## src/hdl/prdq_pkg.sv

```systemverilog
`timescale 1ns / 1ps
// Shared types and codes for the priority ready / delay queue scheduler.
// No dependencies.
package prdq_pkg;

  localparam logic [2:0] OP_ENQ_READY   = 3'd0;
  localparam logic [2:0] OP_ENQ_DELAYED = 3'd1;
  localparam logic [2:0] OP_RERUN       = 3'd2;
  localparam logic [2:0] OP_DISPATCH    = 3'd3;
  localparam logic [2:0] OP_TICK        = 3'd4;

  localparam int RemW = 17;

  typedef enum logic [1:0] {
    ST_IDLE,
    ST_EXEC,
    ST_MOVE,
    ST_DONE
  } state_t;

  typedef struct packed {
    logic load;
    logic exec;
    logic move;
    logic done;
  } ctrl_cmd_t;

  typedef struct packed {
    logic is_dispatch;
    logic can_move;
  } dp_stat_t;

  typedef struct packed {
    logic [7:0] prio;
    logic [7:0] id;
  } rdy_ent_t;

  typedef struct packed {
    logic [RemW-1:0] remain;
    logic [7:0]      prio;
    logic [7:0]      id;
  } dly_ent_t;

endpackage

```

## src/hdl/priority_ready_and_delay_queue_scheduler.sv

```systemverilog
`timescale 1ns / 1ps
// Top level of the priority ready / delay queue scheduler.
// Depends on prdq_pkg, prdq_ctrl, prdq_datapath.
//
// A request is taken when start is high and busy is low. Every request gives
// exactly one result, shown for one cycle with out_strobe high; the receiver
// cannot stall it, so sample it on that cycle. A request is captured, then
// executed, then shows its result. A dispatch also checks the delay queue
// head and moves each expired task from the delay queue head into the ready
// queue (up to QUEUE_DEPTH) while the ready queue has room, before the result.
// Each queue is a row of registered cells; a sorted insert, pop or tick
// updates every cell in the same cycle, so the expiry moves set the rate.
// Opcodes: 0 enqueue ready, 1 enqueue delayed (stored as delay + 1),
// 2 rerun the last dispatched task (ready if delay is 0, else delayed),
// 3 dispatch, 4 tick; 5..7 leave state alone. A full queue drops the insert
// and raises out_insert_dropped. Counts are reported in 5 bits.
module priority_ready_and_delay_queue_scheduler #(
  parameter int QUEUE_DEPTH = 16
) (
  input  logic        clk,
  input  logic        rst_n,
  input  logic        start,
  output logic        busy,
  input  logic [2:0]  in_opcode,
  input  logic [7:0]  in_task_id,
  input  logic [7:0]  in_priority_req,
  input  logic [15:0] in_delay_ticks,
  output logic        out_strobe,
  output logic        out_dispatch_valid,
  output logic [7:0]  out_task_id,
  output logic [7:0]  out_priority,
  output logic        out_insert_dropped,
  output logic [4:0]  out_ready_count,
  output logic [4:0]  out_delayed_count
);

  prdq_pkg::ctrl_cmd_t cmd;
  prdq_pkg::dp_stat_t  stat;

  // sequencer
  prdq_ctrl u_ctrl (
    .clk   (clk),
    .rst_n (rst_n),
    .start (start),
    .stat  (stat),
    .cmd   (cmd),
    .busy  (busy)
  );

  // queues and result registers
  prdq_datapath #(.DEPTH(QUEUE_DEPTH)) u_dp (
    .clk             (clk),
    .rst_n           (rst_n),
    .cmd             (cmd),
    .in_opcode       (in_opcode),
    .in_task_id      (in_task_id),
    .in_priority_req (in_priority_req),
    .in_delay_ticks  (in_delay_ticks),
    .stat            (stat),
    .res_valid       (out_dispatch_valid),
    .res_id          (out_task_id),
    .res_prio        (out_priority),
    .res_drop        (out_insert_dropped),
    .rdy_cnt         (out_ready_count),
    .dly_cnt         (out_delayed_count)
  );

  // result cycle
  assign out_strobe = cmd.done;

endmodule

```

## src/hdl/prdq_ctrl.sv

```systemverilog
`timescale 1ns / 1ps
// Sequencer for the scheduler: accept, execute, expiry moves, result.
// Depends on prdq_pkg.
module prdq_ctrl (
  input  logic                clk,
  input  logic                rst_n,
  input  logic                start,
  input  prdq_pkg::dp_stat_t  stat,
  output prdq_pkg::ctrl_cmd_t cmd,
  output logic                busy
);

  prdq_pkg::state_t state_r, state_nxt;

  always_ff @(posedge clk) begin
    if (!rst_n) begin
      state_r <= prdq_pkg::ST_IDLE;
    end else begin
      state_r <= state_nxt;
    end
  end

  always_comb begin
    state_nxt = state_r;
    case (state_r)
      prdq_pkg::ST_IDLE: begin
        if (start) state_nxt = prdq_pkg::ST_EXEC;
      end
      prdq_pkg::ST_EXEC: begin
        state_nxt = stat.is_dispatch ? prdq_pkg::ST_MOVE : prdq_pkg::ST_DONE;
      end
      prdq_pkg::ST_MOVE: begin
        if (!stat.can_move) state_nxt = prdq_pkg::ST_DONE;
      end
      prdq_pkg::ST_DONE: begin
        state_nxt = prdq_pkg::ST_IDLE;
      end
      default: state_nxt = prdq_pkg::ST_IDLE;
    endcase
  end

  always_comb begin
    cmd  = '0;
    busy = 1'b1;
    case (state_r)
      prdq_pkg::ST_IDLE: begin
        busy     = 1'b0;
        cmd.load = start;
      end
      prdq_pkg::ST_EXEC: cmd.exec = 1'b1;
      prdq_pkg::ST_MOVE: cmd.move = stat.can_move;
      prdq_pkg::ST_DONE: cmd.done = 1'b1;
      default: busy = 1'b1;
    endcase
  end

endmodule

```

## src/hdl/prdq_datapath.sv

```systemverilog
`timescale 1ns / 1ps
// Queue cells, request and result registers of the scheduler.
// Depends on prdq_pkg.
module prdq_datapath #(
  parameter int DEPTH = 16
) (
  input  logic                clk,
  input  logic                rst_n,
  input  prdq_pkg::ctrl_cmd_t cmd,
  input  logic [2:0]          in_opcode,
  input  logic [7:0]          in_task_id,
  input  logic [7:0]          in_priority_req,
  input  logic [15:0]         in_delay_ticks,
  output prdq_pkg::dp_stat_t  stat,
  output logic                res_valid,
  output logic [7:0]          res_id,
  output logic [7:0]          res_prio,
  output logic                res_drop,
  output logic [4:0]          rdy_cnt,
  output logic [4:0]          dly_cnt
);

  localparam int CW = $clog2(DEPTH + 1);
  localparam logic [CW-1:0] Full = CW'(DEPTH);

  // request registers
  logic [2:0]  op_r;
  logic [7:0]  id_r, prio_r;
  logic [15:0] ticks_r;

  prdq_pkg::rdy_ent_t rdy_r [DEPTH];
  prdq_pkg::rdy_ent_t rdy_nxt [DEPTH];
  prdq_pkg::dly_ent_t dly_r [DEPTH];
  prdq_pkg::dly_ent_t dly_nxt [DEPTH];
  logic [CW-1:0] rsz_r, rsz_nxt, dsz_r, dsz_nxt;
  prdq_pkg::rdy_ent_t last_r, last_nxt;
  logic valid_r, valid_nxt, drop_r, drop_nxt;
  logic [7:0] oid_r, oid_nxt, oprio_r, oprio_nxt;

  // operation decode
  logic r_ins, r_pop, d_ins, d_pop, d_tick;
  prdq_pkg::rdy_ent_t r_new;
  prdq_pkg::dly_ent_t d_new;
  logic [DEPTH-1:0] r_ge, d_le;
  logic [31:0] rsz_w, dsz_w;

  always_comb begin
    r_ins = 1'b0; r_pop = 1'b0; d_ins = 1'b0; d_pop = 1'b0; d_tick = 1'b0;
    drop_nxt = drop_r;
    r_new = '{prio: prio_r, id: id_r};
    d_new = '{remain: prdq_pkg::RemW'(ticks_r) + 1'b1, prio: prio_r, id: id_r};
    if (cmd.exec) begin
      drop_nxt = 1'b0;
      case (op_r)
        prdq_pkg::OP_ENQ_READY: begin
          r_ins = (rsz_r != Full); drop_nxt = (rsz_r == Full);
        end
        prdq_pkg::OP_ENQ_DELAYED: begin
          d_ins = (dsz_r != Full); drop_nxt = (dsz_r == Full);
        end
        prdq_pkg::OP_RERUN: begin
          r_new = last_r;
          d_new.prio = last_r.prio;
          d_new.id   = last_r.id;
          if (ticks_r == 16'd0) begin
            r_ins = (rsz_r != Full); drop_nxt = (rsz_r == Full);
          end else begin
            d_ins = (dsz_r != Full); drop_nxt = (dsz_r == Full);
          end
        end
        prdq_pkg::OP_DISPATCH: r_pop = (rsz_r != '0);
        prdq_pkg::OP_TICK:     d_tick = 1'b1;
        default: ;
      endcase
    end else if (cmd.move) begin
      r_ins = 1'b1;
      d_pop = 1'b1;
      r_new = '{prio: dly_r[0].prio, id: dly_r[0].id};
    end
  end

  // ready and delay queue cells: sorted insert, head pop, tick
  always_comb begin
    for (int k = 0; k < DEPTH; k++) begin
      r_ge[k] = (CW'(k) < rsz_r) && (rdy_r[k].prio >= r_new.prio);
      d_le[k] = (CW'(k) < dsz_r) && (dly_r[k].remain <= d_new.remain);
    end
    for (int k = 0; k < DEPTH; k++) begin
      rdy_nxt[k] = rdy_r[k];
      dly_nxt[k] = dly_r[k];
    end
    if (r_ins) begin
      if (!r_ge[0]) rdy_nxt[0] = r_new;
      for (int k = 1; k < DEPTH; k++) begin
        if (!r_ge[k]) rdy_nxt[k] = r_ge[k-1] ? r_new : rdy_r[k-1];
      end
    end else if (r_pop) begin
      for (int k = 0; k < DEPTH - 1; k++) rdy_nxt[k] = rdy_r[k+1];
    end
    if (d_ins) begin
      if (!d_le[0]) dly_nxt[0] = d_new;
      for (int k = 1; k < DEPTH; k++) begin
        if (!d_le[k]) dly_nxt[k] = d_le[k-1] ? d_new : dly_r[k-1];
      end
    end else if (d_pop) begin
      for (int k = 0; k < DEPTH - 1; k++) dly_nxt[k] = dly_r[k+1];
    end else if (d_tick) begin
      for (int k = 0; k < DEPTH; k++) begin
        if (dly_r[k].remain != '0) dly_nxt[k].remain = dly_r[k].remain - 1'b1;
      end
    end
  end

  always_comb begin
    rsz_nxt = rsz_r;
    dsz_nxt = dsz_r;
    if (r_ins) rsz_nxt = rsz_r + 1'b1;
    else if (r_pop) rsz_nxt = rsz_r - 1'b1;
    if (d_ins) dsz_nxt = dsz_r + 1'b1;
    else if (d_pop) dsz_nxt = dsz_r - 1'b1;
    last_nxt  = r_pop ? rdy_r[0] : last_r;
    valid_nxt = cmd.exec ? r_pop : valid_r;
    oid_nxt   = cmd.exec ? (r_pop ? rdy_r[0].id : 8'd0) : oid_r;
    oprio_nxt = cmd.exec ? (r_pop ? rdy_r[0].prio : 8'd0) : oprio_r;
  end

  always_ff @(posedge clk) begin
    if (!rst_n) begin
      rsz_r  <= '0;
      dsz_r  <= '0;
      last_r <= '0;
    end else begin
      rsz_r  <= rsz_nxt;
      dsz_r  <= dsz_nxt;
      last_r <= last_nxt;
    end
  end

  always_ff @(posedge clk) begin
    if (cmd.load) begin
      op_r    <= in_opcode;
      id_r    <= in_task_id;
      prio_r  <= in_priority_req;
      ticks_r <= in_delay_ticks;
    end
    for (int k = 0; k < DEPTH; k++) begin
      rdy_r[k] <= rdy_nxt[k];
      dly_r[k] <= dly_nxt[k];
    end
    valid_r <= valid_nxt;
    drop_r  <= drop_nxt;
    oid_r   <= oid_nxt;
    oprio_r <= oprio_nxt;
  end

  assign stat.is_dispatch = (op_r == prdq_pkg::OP_DISPATCH);
  assign stat.can_move    = (dsz_r != '0) && (dly_r[0].remain == '0) && (rsz_r != Full);

  assign rsz_w     = 32'(rsz_r);
  assign dsz_w     = 32'(dsz_r);
  assign rdy_cnt   = rsz_w[4:0];
  assign dly_cnt   = dsz_w[4:0];
  assign res_valid = valid_r;
  assign res_id    = oid_r;
  assign res_prio  = oprio_r;
  assign res_drop  = drop_r;

endmodule

```

## config.mk

```make
export PLATFORM = sky130hd
export DESIGN_NAME = priority_ready_and_delay_queue_scheduler
export DESIGN_NICKNAME = d
export VERILOG_FILES = /design/src/hdl/prdq_pkg.sv /design/src/hdl/priority_ready_and_delay_queue_scheduler.sv /design/src/hdl/prdq_ctrl.sv /design/src/hdl/prdq_datapath.sv
export SDC_FILE = /design/constraint.sdc
export NUM_CORES = 2
export LEC_CHECK = 0
export ABC_CLOCK_PERIOD_IN_PS = 7500
export BUFFER_PORTS_ARGS = -buffer_cell sky130_fd_sc_hd__buf_2
export CAP_MARGIN = 15
export CORE_UTILIZATION = 58
export CTS_CLUSTER_DIAMETER = 50
export CTS_CLUSTER_SIZE = 8
export DETAILED_ROUTE_END_ITERATION = 6
export PLACE_DENSITY = 0.74
export SKIP_LAST_GASP = 1
export SYNTH_ARGS = -nofsm -noshare
export SYNTH_HDL_FRONTEND = slang
export SYNTH_SLANG_ARGS = --single-unit
```

## constraint.sdc

```tcl
create_clock -name clk -period 7.5 [get_ports clk]
set_input_delay 1.5 -clock clk [delete_from_list [all_inputs] [get_ports clk]]
set_output_delay 1.5 -clock clk [all_outputs]
set_load 0.1 [all_outputs]
```

==> metrics.txt <==
status finished with violations; failing checks design-rule violations; main flop type after synthesis edfxtp_1; top cell type by total area after synthesis edfxtp_1; CTS Buf Count 139; Core Footprint 0.09699 mm²; Die H 315.2 µm; sequential share of the synthesized area a little under half; reg2reg setup slack approximately 1.1 ns; Port Buf Inserts 67; switching share of total power 38.01%; Hold EP u_dp.rdy_r[1][103]$_DFFE_PP_; GR Overflow Total 0; hold depth 2; Final Skew 0.02503 ns; layout cells sized above 1 under 10%; # hold bufs at CTS 0; Pleak 23.72 nW; Hold Fails Final Rpt 0; worst r2r dst u_dp.dly_r[1][20]$_DFFE_PP_; Clk pwr share 29.5%; number of synthesized flops with an enable pin ~840; post-DR vias/cell approximately 6.9; Area Growth Syn to Fin 10.32%; Slowest cell on crit path and2_1; DP Area 0.05860 mm²; DRT Wirelength 182.6 mm; most frequent cells in the layout edfxtp_1 (837), nand2_1 (562), ha_1 (431); Max Freq ~160 MHz; CP cell instances ha_1 -> and3_1 -> nand3_1 -> xnor2_2 -> buf_4 -> inv_1 -> ha_1 -> a21oi_1 -> o21ai_0 -> nor3_1 -> a21oi_1 -> a21boi_4 -> and2_1 -> or2_2 -> o21bai_2; Cell Rows 114; period utilisation layout 85.36%; Worst Path Arrival 6.78 ns; dpl hpwl 126.4 mm; synthesis warning total 0; commonest non-fill, non-tap cell in the layout edfxtp_1; Gate power share about 34%; Cell Int Power 12.47 mW; critical path capture point type register; Post-synth ARST share 0%; synth unique cells 71; Initial Util 58.66%; Synth Register Bits 865; RD Place Congestion approximately 0.95; cells on worst reg2reg path 15; Clk Latency, worst-skew pair 0.76 ns; H-tree depth 4; antenna violations before repair 2; Reg power frac between 30% and 40%; I/O Pins 68; Slew Limit Fails 0; critical path class reg -> reg; Slew headroom 15.41%; Via Count 47.38k; critical path launch point type register; min-delay src u_dp.rdy_r[1][119]$_DFFE_PP_; Hold Path Class reg -> reg; cell family with most CP delay simple AND/OR/NAND/NOR gates; setup violators final 0; post-route cell area approximately 0.063 mm²; # nets final 6,010; drt initial violations 5,810; worst hold margin approximately 0.54 ns; Root Driver clkbuf_16; Synth area leaders edfxtp_1 (44%), ha_1 (9.5%), mux2i_1 (6.2%); Cells after Synth between 5k and 6k; ANT nets after route 0; Slew @ Worst Pin 1.266 ns; crit-path max FO 22; Post-CTS Setup Bufs 0; Clk pin slew, worst setup/hold paths 0.05 ns; vias in the first global route around 46k; CTS tree yes; Buf/Inv on CP 2; CP peak stage delay 0.98 ns; die width ~320 µm; overall routing resource usage 36.31%; Worst R2R Start u_dp.ticks_r[0]$_DFFE_PP_; die area roughly 0.099 mm²; P_sw between 7 and 8 mW; RSZ-0062 raised after global routing false; deepest clock path buffer count 3; maximum vdd ir drop 256.4 µV; pwr/cell area around 320 mW/mm²; cell area after synthesis 0.05690 mm²; syn_area_per_cell 10.17 µm²; per-cell routed wire length 26.49 µm; Post-route DRC 2; WP data required 7.87 ns; Resize count post-CTS 0; clock tree sinks 865; area share of the largest cell type after synthesis 44.17%; syn nets 6,062; Initial DRT Pass Iterations 7; setup TNS 0 ns; Max-Cap Viols 0; global-route wire length before repair 276.0 mm; Tmin final roughly 6.4 ns; largest net degree at the start of global routing around 180
state kept, by name, summed over array words and instances (netlist names):
register	cells
u_dp.res_drop	1
u_dp.res_prio	8
u_dp.rdy_cnt	5
u_dp.res_valid	1
u_dp.dly_r	528
u_dp.rdy_r	256
u_dp.prio_r	8
u_ctrl.state_r	2
u_dp.res_id	8
u_dp.dly_cnt	5
u_dp.op_r	3
u_dp.id_r	8
u_dp.ticks_r	16
u_dp.last_r	16
per-layer routing:
metal | up-vias | routed length [µm] | GRT usage (%) | share of wire, %
met4 | 2 | 11720 | 21.88 | 6.4
met2 | 2707 | 82020 | 56.01 | 45
met1 | 22816 | 69540 | 46.37 | 38
met3 | 635 | 19300 | 8.598 | 11
li1 | 21221 | - | - | -
met5 | - | 18 | 0 | 0.0099
worst max-delay path by stage:
stage | from | endpoint | slack, ns | depth (start not counted)
floorplan | u_dp.dly_cnt[1]$_SDFFE_PN0P_ | u_dp.rdy_r[1][0]$_DFFE_PP_ | 1.04 | 19
global placement | u_dp.dly_r[0][28]$_DFFE_PP_ | u_dp.rdy_r[1][72]$_DFFE_PP_ | 1.35 | 15
detailed placement | u_dp.dly_r[0][28]$_DFFE_PP_ | u_dp.rdy_r[1][72]$_DFFE_PP_ | 1.29 | 15
CTS | u_dp.dly_r[0][28]$_DFFE_PP_ | u_dp.rdy_r[1][72]$_DFFE_PP_ | 1.25 | 15
global route | u_dp.dly_r[0][27]$_DFFE_PP_ | u_dp.rdy_r[1][72]$_DFFE_PP_ | 0.77 | 15
finish | u_dp.ticks_r[0]$_DFFE_PP_ | u_dp.dly_r[1][20]$_DFFE_PP_ | 1.10 | 15
cells by family (layout without fill, tap and decap cells):
group                      count (synthesis)  in the layout  synth area share (%)
and+or+nand+nor                         1661           1661                 13.68
AOI/OAI and AO/OA                       1515           1515                 17.79
DFF                                      865            865                 45.16
buffers and inverters                    515            540                 3.747
adders and majority gates                432            432                 9.500
muxes                                    366            366                 6.465
xor gates and xnor gates                 238            238                 3.664
other                                      0              1                     0
layout make-up:
cell class | instances | area (µm²)
diodes | 1 | 2.502
clock buffers | 174 | 3695
clock inverters | 44 | 452.9
fillers | 7627 | 34230
inverters | 111 | 416.7
multi-input cells | 4212 | 29410
flip-flops and latches | 865 | 25690
well taps | 1276 | 1597
repair buffers | 211 | 1495
synth_stat cells, types with 16 or more instances:
master,instances
a211oi_1,33
a21o_1,53
a21oi_1,263
a221o_1,188
a221oi_1,23
a22oi_1,103
a31oi_1,37
and2_1,53
buf_1,43
buf_2,81
clkbuf_1,262
dfxtp_1,28
edfxtp_1,837
ha_1,432
inv_1,111
mux2i_1,354
nand2_1,562
nand2b_1,31
nand3_1,155
nand4_1,49
nor2_1,394
nor2b_1,44
nor3_1,165
nor4_1,48
o211ai_1,141
o21a_1,25
o21ai_0,318
o21ai_1,178
o221ai_1,16
o22ai_1,29
or2_2,20
or3_1,42
or4_1,27
xnor2_1,146
xor2_1,92
tightest hold or removal path, cell delays in order (launching register included):
cell and delay, ns:
edfxtp_1 0.32, nand2_1 0.04, o21ai_0 0.06
power groups by stage:
stage	clock network [mW]	logic (mW)	registers, mW
after floorplan	0	4.42	7.25
after global placement	0	6.38	7.36
after detailed placement	0	6.62	7.38
after CTS	5.96	6.67	7.30
after global routing	6.16	7.42	7.39
final	5.94	6.82	7.36
metrics by stage:
stage	total power, mW	cells	utilization [%]	setup WS, ns
after floorplan	11.67	5592	-	1.042
after global placement	13.75	6673	60.40	1.346
after detailed placement	14.00	6674	60.41	1.286
after CTS	19.94	6892	64.69	1.250
after global routing	20.97	6893	64.71	0.7699
final	20.12	6894	64.71	1.098
No activity file was read; power rests on OpenSTA's default activity.
